[config.mk]
export PLATFORM = sky130hd
export DESIGN_NAME = circular_first_free_server_dispatch
export DESIGN_NICKNAME = d
export VERILOG_FILES = /design/src/sv/cffsd_pkg.sv /design/src/sv/circular_first_free_server_dispatch.sv
export SDC_FILE = /design/constraint.sdc
export NUM_CORES = 1
export LEC_CHECK = 0
export ABC_AREA = 1
export BUFFER_PORTS_ARGS = -buffer_cell sky130_fd_sc_hd__clkbuf_2
export CORE_MARGIN = 8
export CORE_UTILIZATION = 35
export DETAILED_ROUTE_END_ITERATION = 12
export PLACE_DENSITY = 0.46
export SKIP_CTS_REPAIR_TIMING = 1
export SLEW_MARGIN = 0
export SYNTH_ARGS = -nofsm -noshare
export SYNTH_HDL_FRONTEND = slang
export SYNTH_SLANG_ARGS = --single-unit
export TNS_END_PERCENT = 5
[constraint.sdc]
create_clock -name clock -period 7.4 [get_ports clock]
set_input_delay 1.48 -clock clock [delete_from_list [all_inputs] [get_ports clock]]
set_output_delay 1.48 -clock clock [all_outputs]
set_load 0.02 [all_outputs]
[src/sv/cffsd_pkg.sv]
`default_nettype none
package cffsd_pkg;

   // Pool size and derived widths.
   localparam int MAX_SERVERS = 16;
   localparam int SRV_BITS    = (MAX_SERVERS > 1) ? $clog2(MAX_SERVERS) : 1;
   localparam int CNT_BITS    = $clog2(MAX_SERVERS + 1);
   localparam int TALLY_BITS  = 20;

   // Fixed field widths of the channels.
   localparam int CSR_BITS    = 5;
   localparam int ARRIVE_BITS = 31;
   localparam int TIME_BITS   = ARRIVE_BITS + 1;
   localparam int ID_BITS     = 4;
   localparam int COUNT_BITS  = 20;
   localparam int REQ_DATA_W  = 64;
   localparam int RSP_DATA_W  = 32;

   // Operation codes on the request side, kinds on the response side.
   localparam logic OP_DISPATCH   = 1'b0;
   localparam logic OP_REPORT     = 1'b1;
   localparam logic KIND_DISPATCH = 1'b0;
   localparam logic KIND_BUSIEST  = 1'b1;

   // One server's entry in the state memory.
   typedef struct packed {
      logic                  engaged;
      logic [TIME_BITS-1:0]  free_at;
      logic [TALLY_BITS-1:0] tally;
   } entry_type;

endpackage
`default_nettype wire

[src/sv/circular_first_free_server_dispatch.sv]
`default_nettype none
// Channel   Direction  Handshake              Payload
// req_      in         req_tvalid/req_tready  tuser = op, tdata = arrival, load
// rsp_      out        rsp_tvalid/rsp_tready  tuser = kind, tlast = last, tdata = rest
// csr_      in         csr_wr_en              csr_wr_data = servers in use
//
// Server state lives in one memory with a single read port, one entry per cycle.
// A dispatch first brings the rotation start below a reduced server count K by
// repeated subtraction, then reads all K servers from that start and registers
// its result. A report reads all K servers to find the top tally, then reads the
// servers again up to the last busiest one, offering one result per server at the
// top tally and waiting while the response side stalls. The next item is taken once the last result is registered.
// Reset is synchronous; per-entry valid bits make the memory read as zero at once.
module circular_first_free_server_dispatch (
   input  wire                                  clock,
   input  wire                                  reset,
   input  wire                                  req_tvalid,
   output logic                                 req_tready,
   // [30:0] arrival_time, [61:31] load_time, [63:62] zero
   input  wire  [cffsd_pkg::REQ_DATA_W-1:0]     req_tdata,
   // [0] op
   input  wire                                  req_tuser,
   output logic                                 rsp_tvalid,
   input  wire                                  rsp_tready,
   // [0] accepted, [4:1] server_id, [24:5] handled_count, [31:25] zero
   output logic [cffsd_pkg::RSP_DATA_W-1:0]     rsp_tdata,
   // [0] kind
   output logic                                 rsp_tuser,
   output logic                                 rsp_tlast,
   input  wire                                  csr_wr_en,
   input  wire  [cffsd_pkg::CSR_BITS-1:0]       csr_wr_data
);
   import cffsd_pkg::*;

   typedef enum logic [2:0] {
      ST_IDLE,
      ST_NORM,
      ST_DSP_SCAN,
      ST_DSP_OUT,
      ST_RPT_MAX,
      ST_RPT_RD,
      ST_RPT_CHK
   } state_type;

   localparam logic [TALLY_BITS-1:0] TALLY_TOP = '1;

   // Control registers.
   state_type             state_ff, state_in;
   logic [CSR_BITS-1:0]   csr_count_ff, csr_count_in;
   logic [SRV_BITS-1:0]   rot_ff, rot_in;
   logic [SRV_BITS-1:0]   cur_ff, cur_in;
   logic [CNT_BITS-1:0]   issued_ff, issued_in;
   logic                  pend_ff, pend_in;
   logic                  pend_last_ff, pend_last_in;
   logic                  found_ff, found_in;
   logic                  rsp_valid_ff, rsp_valid_in;

   // Payload registers.
   logic [SRV_BITS-1:0]    pidx_ff, pidx_in;
   logic [ARRIVE_BITS-1:0] arrival_ff, arrival_in;
   logic [ARRIVE_BITS-1:0] load_ff, load_in;
   logic [SRV_BITS-1:0]    pick_ff, pick_in;
   logic [TALLY_BITS-1:0]  pick_cnt_ff, pick_cnt_in;
   logic [TALLY_BITS-1:0]  best_ff, best_in;
   logic [SRV_BITS-1:0]    best_idx_ff, best_idx_in;
   logic                   rsp_kind_ff, rsp_kind_in;
   logic                   rsp_acc_ff, rsp_acc_in;
   logic [SRV_BITS-1:0]    rsp_id_ff, rsp_id_in;
   logic [TALLY_BITS-1:0]  rsp_cnt_ff, rsp_cnt_in;
   logic                   rsp_last_ff, rsp_last_in;

   // Server memory, its valid bits and the read port.
   entry_type             mem [MAX_SERVERS];
   logic [MAX_SERVERS-1:0] valid_ff;
   entry_type             rd_data_ff;
   logic                  rd_valid_ff;
   logic                  rd_en, wr_en;
   logic [SRV_BITS-1:0]   rd_addr, wr_addr;
   entry_type             wr_data;

   // Combinational helpers.
   logic [CNT_BITS-1:0]   k_active;
   logic [SRV_BITS-1:0]   cur_next, rot_next;
   logic                  out_free;
   entry_type             ent;
   logic                  still_busy;
   logic [TALLY_BITS-1:0] tally_inc;
   logic [TIME_BITS-1:0]  arrival_w;

   // Effective server count: zero acts as one, too many acts as the maximum.
   always_comb begin
      if (csr_count_ff == '0) begin
         k_active = CNT_BITS'(1);
      end else if (CNT_BITS'(csr_count_ff) > CNT_BITS'(MAX_SERVERS)) begin
         k_active = CNT_BITS'(MAX_SERVERS);
      end else begin
         k_active = CNT_BITS'(csr_count_ff);
      end
   end

   // Circular successors of the scan address and of the rotation start.
   assign cur_next = ((CNT_BITS'(cur_ff) + CNT_BITS'(1)) == k_active) ? '0 : cur_ff + 1'b1;
   assign rot_next = ((CNT_BITS'(rot_ff) + CNT_BITS'(1)) == k_active) ? '0 : rot_ff + 1'b1;

   // An entry never written reads as the reset value.
   assign ent        = rd_valid_ff ? rd_data_ff : '0;
   assign arrival_w  = {1'b0, arrival_ff};
   assign still_busy = ent.engaged && (ent.free_at > arrival_w);
   assign tally_inc  = (ent.tally == TALLY_TOP) ? ent.tally : ent.tally + 1'b1;
   assign out_free   = !rsp_valid_ff || rsp_tready;

   // Next-state logic for the sequencer and the output register.
   always_comb begin
      state_in     = state_ff;
      csr_count_in = csr_wr_en ? csr_wr_data : csr_count_ff;
      rot_in       = rot_ff;
      cur_in       = cur_ff;
      issued_in    = issued_ff;
      pend_in      = 1'b0;
      pend_last_in = pend_last_ff;
      pidx_in      = pidx_ff;
      found_in     = found_ff;
      arrival_in   = arrival_ff;
      load_in      = load_ff;
      pick_in      = pick_ff;
      pick_cnt_in  = pick_cnt_ff;
      best_in      = best_ff;
      best_idx_in  = best_idx_ff;
      rsp_valid_in = rsp_valid_ff && !rsp_tready;
      rsp_kind_in  = rsp_kind_ff;
      rsp_acc_in   = rsp_acc_ff;
      rsp_id_in    = rsp_id_ff;
      rsp_cnt_in   = rsp_cnt_ff;
      rsp_last_in  = rsp_last_ff;
      rd_en        = 1'b0;
      rd_addr      = cur_ff;
      wr_en        = 1'b0;
      wr_addr      = pidx_ff;
      wr_data      = ent;

      unique case (state_ff)
         ST_IDLE: begin
            if (req_tvalid) begin
               arrival_in  = req_tdata[ARRIVE_BITS-1:0];
               load_in     = req_tdata[2*ARRIVE_BITS-1:ARRIVE_BITS];
               issued_in   = '0;
               found_in    = 1'b0;
               pick_in     = '0;
               pick_cnt_in = '0;
               best_in     = '0;
               best_idx_in = '0;
               cur_in      = '0;
               state_in    = (req_tuser == OP_REPORT) ? ST_RPT_MAX : ST_NORM;
            end
         end

         // Bring the rotation start below the count after a count change.
         ST_NORM: begin
            if (CNT_BITS'(rot_ff) >= k_active) begin
               rot_in = rot_ff - SRV_BITS'(k_active);
            end else begin
               cur_in   = rot_ff;
               state_in = ST_DSP_SCAN;
            end
         end

         // Read every active server once from the rotation start, release it if
         // its time is up and take the first free one.
         ST_DSP_SCAN: begin
            if (issued_ff != k_active) begin
               rd_en        = 1'b1;
               cur_in       = cur_next;
               issued_in    = issued_ff + 1'b1;
               pend_in      = 1'b1;
               pend_last_in = (issued_ff + 1'b1) == k_active;
               pidx_in      = cur_ff;
            end
            if (pend_ff) begin
               if (!found_ff && !still_busy) begin
                  wr_en       = 1'b1;
                  wr_data     = '{engaged: 1'b1,
                                  free_at: arrival_w + {1'b0, load_ff},
                                  tally:   tally_inc};
                  found_in    = 1'b1;
                  pick_in     = pidx_ff;
                  pick_cnt_in = tally_inc;
               end else if (ent.engaged && !still_busy) begin
                  wr_en          = 1'b1;
                  wr_data.engaged = 1'b0;
               end
               if (pend_last_ff) begin
                  rot_in   = rot_next;
                  state_in = ST_DSP_OUT;
               end
            end
         end

         ST_DSP_OUT: begin
            if (out_free) begin
               rsp_valid_in = 1'b1;
               rsp_kind_in  = KIND_DISPATCH;
               rsp_acc_in   = found_ff;
               rsp_id_in    = pick_ff;
               rsp_cnt_in   = pick_cnt_ff;
               rsp_last_in  = 1'b1;
               state_in     = ST_IDLE;
            end
         end

         // First report pass: the top tally and the last server holding it.
         ST_RPT_MAX: begin
            if (issued_ff != k_active) begin
               rd_en        = 1'b1;
               cur_in       = cur_next;
               issued_in    = issued_ff + 1'b1;
               pend_in      = 1'b1;
               pend_last_in = (issued_ff + 1'b1) == k_active;
               pidx_in      = cur_ff;
            end
            if (pend_ff) begin
               if (ent.tally >= best_ff) begin
                  best_in     = ent.tally;
                  best_idx_in = pidx_ff;
               end
               if (pend_last_ff) begin
                  cur_in   = '0;
                  state_in = ST_RPT_RD;
               end
            end
         end

         // Second report pass: one item per server at the top tally.
         ST_RPT_RD: begin
            rd_en    = 1'b1;
            state_in = ST_RPT_CHK;
         end

         ST_RPT_CHK: begin
            if (ent.tally != best_ff) begin
               cur_in   = cur_ff + 1'b1;
               state_in = ST_RPT_RD;
            end else if (out_free) begin
               rsp_valid_in = 1'b1;
               rsp_kind_in  = KIND_BUSIEST;
               rsp_acc_in   = 1'b0;
               rsp_id_in    = cur_ff;
               rsp_cnt_in   = best_ff;
               rsp_last_in  = cur_ff == best_idx_ff;
               cur_in       = cur_ff + 1'b1;
               state_in     = (cur_ff == best_idx_ff) ? ST_IDLE : ST_RPT_RD;
            end
         end

         default: begin
            state_in = ST_IDLE;
         end
      endcase
   end

   // State, control and output registers.
   always_ff @(posedge clock) begin
      pidx_ff     <= pidx_in;
      arrival_ff  <= arrival_in;
      load_ff     <= load_in;
      pick_ff     <= pick_in;
      pick_cnt_ff <= pick_cnt_in;
      best_ff     <= best_in;
      best_idx_ff <= best_idx_in;
      rsp_kind_ff <= rsp_kind_in;
      rsp_acc_ff  <= rsp_acc_in;
      rsp_id_ff   <= rsp_id_in;
      rsp_cnt_ff  <= rsp_cnt_in;
      rsp_last_ff <= rsp_last_in;
      if (reset) begin
         state_ff     <= ST_IDLE;
         csr_count_ff <= CSR_BITS'(MAX_SERVERS);
         rot_ff       <= '0;
         cur_ff       <= '0;
         issued_ff    <= '0;
         pend_ff      <= 1'b0;
         pend_last_ff <= 1'b0;
         found_ff     <= 1'b0;
         rsp_valid_ff <= 1'b0;
      end else begin
         state_ff     <= state_in;
         csr_count_ff <= csr_count_in;
         rot_ff       <= rot_in;
         cur_ff       <= cur_in;
         issued_ff    <= issued_in;
         pend_ff      <= pend_in;
         pend_last_ff <= pend_last_in;
         found_ff     <= found_in;
         rsp_valid_ff <= rsp_valid_in;
      end
   end

   // Valid bits: an entry counts as written once it has been stored.
   always_ff @(posedge clock) begin
      if (reset) begin
         valid_ff <= '0;
      end else if (wr_en) begin
         valid_ff[wr_addr] <= 1'b1;
      end
   end

   // Server memory with a registered read.
   always_ff @(posedge clock) begin
      if (wr_en) begin
         mem[wr_addr] <= wr_data;
      end
      if (rd_en) begin
         rd_data_ff  <= mem[rd_addr];
         rd_valid_ff <= valid_ff[rd_addr];
      end
   end

   assign req_tready = state_ff == ST_IDLE;
   assign rsp_tvalid = rsp_valid_ff;
   assign rsp_tuser  = rsp_kind_ff;
   assign rsp_tlast  = rsp_last_ff;
   assign rsp_tdata  = RSP_DATA_W'({rsp_cnt_ff[COUNT_BITS-1:0],
                                    ID_BITS'(rsp_id_ff),
                                    rsp_acc_ff});

endmodule
`default_nettype wire

# == Word-level counts from Yosys, hierarchy flattened ==
# Memory sizes are Yosys's and may differ from the RTL's. A register that Yosys moved wholly into a read port is not among the register bits.
# Index checks and enable logic that the tools add are counted.
# classes
addsub,8
magnitude_cmp,7
n_eq_ne,27
n_mux,88
bitwise,2
n_reduce_logical,29
# ops
op,count
20-bit two-way mux,9
53-bit two-way mux,3
20-bit one-hot mux with 2 select lines,3
4-bit two-way mux,19
52-bit two-way mux,1
3-bit two-way mux,11
31-bit by 31-bit adder with 32-bit output,1
32-bit by 31-bit > comparator with 1-bit output,1
4-bit one-hot mux with 2 select lines,4
"2-bit != test, second input constant",12
1-bit two-way mux,23
3-bit one-hot mux with 7 select lines,1
"20-bit by 1-bit adder with 20-bit output, second input constant",1
"20-bit equality test, second input constant",1
20-bit >= comparator,1
5-bit two-way mux,4
20-bit != test,1
4-bit one-hot mux with 5 select lines,1
4-bit AND reduction,5
16-bit OR,1
5-bit equality test,3
1-bit one-hot mux with 2 select lines,6
"4-bit by 1-bit adder with 5-bit output, second input constant",2
"4-bit by 5-bit < comparator with 1-bit output, second input constant",2
other kinds (28),45
# totals
register_bits,183
ramBits,848
output_inout_bits,36
wordCells,185
n_memories,1
# mem_list
name,words,width,read_ports,rd_clocked_by_memory_dff,write_ports,line_no,rtl
mem,16,53,1,1,1,circular_first_free_server_dispatch.sv:73,entry_type mem [MAX_SERVERS];

# == Longest topological paths before layout ==
# logic_depth
ltp_word,11
depth_mapped,23
depth_no_buf,19

# == Least setup slack after synthesis ==
# Ideal clock, no wire load.
# synth_path
kind,input to register
from,in req_tvalid
to,reg pick_cnt_ff[0] (enable)
setup_ns,0.381
arrival_time_ns,5.353
setup_slack_ns,1.666
stages,4
path_cell_list,inv_1 > nor2_1 > inv_1 > nand2_1
# synth_between
elab_chain_cells,2
# synth_rtl
element,line_no,rtl
from (decl),circular_first_free_server_dispatch.sv:17,"input wire req_tvalid,"
2-bit != test (no source line),--,
4-bit AND reduction (no source line),--,
to (signal assigned),circular_first_free_server_dispatch.sv:266,pick_cnt_ff <= pick_cnt_in;
to (decl),circular_first_free_server_dispatch.sv:63,"logic [TALLY_BITS-1:0] pick_cnt_ff, pick_cnt_in;"
# Every way passes these cells.
# A chain may end at the register's enable or synchronous reset.

==> impl_metrics.py <==
metrics = {
    "power": {
        "power.density_mw_per_mm2": 361,
        "ir_drop_v": 0.000218,
        "power_leakage_nw": 18.9,
    },
    "route": {
        "detailedRoute.firstPassIterationCount": 5,
        "route.detailed.drc": 0,
        "vias": 30800,
        "routed_wl_mm": 134,
        "wl_per_cell_um": 22.6,
        "drt_iter0_markers": 2653,
        "antenna_left": 0,
        "via_per_inst": 5.18,
    },
    "placed_design": {
        "dp_cells": 5729,
        "io_buffers": 101,
        "dp_slack_ns": 1.86,
        "dp_hpwl_mm": 74.1,
        "gp_congestion": 0.878,
    },
    "final_layout": {
        "drive_gt1_share_pct": 10.2,
        "fillers": 12700,
        "multiInputGateArea_mm2": 0.0127,
        "area_growth_syn_to_layout_pct": 13.8,
        "final_cell_count_no_fill": 5945,
        "fin_nets": 4248,
        "ff_latch_area_mm2": 0.0322,
    },
    "global_routing": {
        "antenna_found_initial": 3,
        "grt_util_all_layers_pct": 17.8,
        "globalRoute.totalOverflow": 0,
        "grt_max_degree": 187,
        "grt_pass1_wl_mm": 198,
        "grt_pass1_vias": 29900,
    },
    "floorplan": {
        "core_mm2": 0.133,
        "start_util_pct": 35.1,
        "die_height_um": 381,
        "dieArea_mm2": 0.145,
        "num_io_pins": 111,
        "row_count": 134,
        "die_x_um": 381,
    },
    "critical_path": {
        "max_stage_delay_ns": 0.80,
        "arrival_ns": 5.86,
        "cp-start-kind": "flip-flop",
        "endpoint_kind": "flip-flop",
        "critical_path_class": "reg -> reg",
        "crit_fanout": 23,
        "cp_cell_sequence": "buf_4 > nand2_1 > inv_1 > ha_1 > nand2_1 > inv_1 > nand3_1 > nor3_1 > a31oi_1 > nand2_2 > nand3_4 > inv_2 > buf_4 > nand2_1 > o21ai_1",
        "crit_required_ns": 7.74,
        "slowest_stage": "edfxtp_1",
        "crit_top_cell": "nand2_1",
    },
    "clock_network": {
        "numCtsBuffers": 118,
        "htree_levels": 3,
        "clk_path_buf_depth": 3,
        "clkSinkCount": 1084,
        "cts_tree": "done",
        "clk_pin_slew_ns": 0.06,
        "root_buffer": "clkbuf_16",
        "clk_latency_ns": 0.77,
    },
    "sta": {
        "drv_slew": 0,
        "fin_skew_ns": 0.0795,
        "holdWs_ns": 0.456,
        "tns_ns": 0,
        "final-hold-violation-count": 0,
        "rsz0062_at_grt": "false",
        "setup_viol": 0,
        "min_period_over_period_pct": 74.6,
        "min_period_ns": 5.52,
        "fmax_mhz": 181,
        "slew-limit-headroom_pct": 12.6,
        "setup_slack_ns": 1.88,
        "worst_pin_slew_ns": 1.30,
    },
    "synth": {
        "syn_area_per_cell_um2": 11.7,
        "yosysUniqueCellTypes": 55,
        "synth_edf_count": 1043,
        "async_flop_share_pct": 0,
        "seq_area_frac_synth_pct": 69.0,
        "synth.yosys.warnings": 0,
        "synthesis.area_mm2": 0.0466,
        "synth_seq_cells": 1084,
        "synthCells": 3994,
        "synthFlopType": "edfxtp_1",
    },
    "min_path": {
        "worstHoldPathType": "reg -> reg",
    },
    "job": {
        "maxCapViolCount": 0,
    },
    "run_status": {
        "outcome": "finished, final reports clean",
    },
}
final timing paths:
| check | from | end | slack (ns) | cells past startpoint |
|---|---|---|---|---|
| max | rd_valid_ff$_DFFE_PP_ | mem[1][45]$_DFFE_PP_ | 1.88 | 15 |
| min | valid_ff[12]$_SDFFE_PP0N_ | valid_ff[12]$_SDFFE_PP0N_ | 0.46 | 2 |
| max reg2reg | rd_valid_ff$_DFFE_PP_ | mem[1][45]$_DFFE_PP_ | 1.88 | 15 |
| min reg2reg | valid_ff[12]$_SDFFE_PP0N_ | valid_ff[12]$_SDFFE_PP0N_ | 0.46 | 2 |
per-stage QoR:
stage	total power (W)	area (um^2)	util [%]
final	0.0192	53000	39.9
after CTS	0.0194	53000	39.9
after global placement	0.0135	49200	37.1
after global routing	0.0202	53000	39.9
after detailed placement	0.0135	49200	37.1
after floorplan	0.0116	46600	-
cell usage after synthesis (5+ instances only):
| master | number | area, um^2 |
|---|---|---|
| o221ai_1 | 95 | 832 |
| xnor2_1 | 22 | 193 |
| a21oi_1 | 115 | 576 |
| buf_2 | 32 | 160 |
| clkbuf_1 | 146 | 548 |
| a21o_1 | 10 | 75.1 |
| ha_1 | 90 | 1130 |
| nor4_1 | 6 | 37.5 |
| a31oi_1 | 5 | 31.3 |
| inv_2 | 5 | 18.8 |
| nand3_1 | 184 | 921 |
| dfxtp_1 | 41 | 821 |
| o21a_1 | 8 | 60.1 |
| inv_1 | 238 | 893 |
| buf_4 | 14 | 105 |
| buf_1 | 24 | 90.1 |
| o22ai_1 | 117 | 732 |
| o211ai_1 | 16 | 120 |
| o21bai_1 | 8 | 60.1 |
| nand2_1 | 516 | 1940 |
| o21ai_1 | 16 | 80.1 |
| nand4_1 | 36 | 225 |
| nor2_1 | 566 | 2120 |
| nand2_4 | 5 | 56.3 |
| o21ai_0 | 531 | 2660 |
| or2_2 | 8 | 50.1 |
| nor2_2 | 9 | 56.3 |
| edfxtp_1 | 1043 | 31300 |
| nand2_2 | 14 | 87.6 |
| nor3_1 | 14 | 70.1 |
| xor2_1 | 21 | 184 |
layout by cell type, fill, tap and decap left out, types with 6 or more instances in the layout:
master / n
edfxtp_1: 1043
nor2_1: 554
o21ai_0: 530
nand2_1: 516
inv_1: 230
nand3_1: 184
clkbuf_16: 118
o22ai_1: 117
a21oi_1: 113
clkbuf_2: 101
o221ai_1: 95
ha_1: 90
buf_4: 74
dfxtp_1: 38
nand4_1: 36
clkbuf_1: 26
clkinv_1: 25
xnor2_1: 22
xor2_1: 21
clkinv_2: 20
o21ai_1: 16
o211ai_1: 16
nor3_1: 14
nand2_2: 14
nor2_4: 13
a21o_1: 10
nor2_2: 9
clkbuf_8: 9
o21a_1: 8
o21bai_1: 8
or2_2: 8
conb_1: 7
clkinvlp_4: 7
bufinv_16: 7
buf_12: 7
nor4_1: 6
inv_4: 6
final cells by class:
| class | instances | area share, % |
|---|---|---|
| multi-input combinational | 2447 | 24.0 |
| clock inverter | 62 | 1.17 |
| tap | 1768 | 4.17 |
| clock buffer | 153 | 5.99 |
| sequential | 1084 | 60.6 |
| antenna | 1 | 0.00472 |
| inverter | 248 | 1.81 |
| timing repair buffer | 182 | 2.26 |
state kept, by name (all words and copies together), names as in the netlist, 3 cells and up:
name          cells
rsp_cnt_ff       20
arrival_ff       31
valid_ff         16
state_ff          3
pidx_ff           4
issued_ff         5
pick_cnt_ff      20
rot_ff            4
best_idx_ff       4
rsp_id_ff         4
csr_count_ff      5
rd_data_ff       53
cur_ff            4
load_ff          31
pick_ff           4
best_ff          20
mem             848
metal layers:
layer | vias up | routed length, um | track usage (%)
met4 | 0 | 2410 | 3.67
met1 | 15300 | 61900 | 25.0
met5 | - | 0 | 0
met2 | 741 | 63500 | 29.4
li1 | 14600 | - | -
met3 | 168 | 6370 | 2.70
logic make-up (layout without fill, tap and decap cells):
logic type	count (synthesis)	in the layout	share of synthesized area [%]
adders and majority gates	92	92	2.50
buffers and inverters	469	645	4.07
xor gates and xnor gates	44	44	0.843
and+or+nand+nor	1373	1373	12.2
AOI/OAI and AO/OA	931	931	11.4
other	1	8	0.00805
DFF	1084	1084	69.0
where the power goes:
part	switching [W]	internal (W)	total, W	leakage [nW]
clock	0.00251	0.00328	0.00579	1.83
sequential	0.000293	0.00798	0.00827	9.92
combinational	0.00375	0.00135	0.00510	7.17
total	0.00656	0.0126	0.0192	18.9
worst max-delay path: cells and delay by family (launching register included):
family | cells | cell delay (ns)
simple gates | 7 | 1.68
compound gates | 2 | 0.92
fa+ha+maj | 1 | 0.14
buf+inv | 5 | 1.51
flops | 1 | 0.80
(Power assumes the default switching activity.)
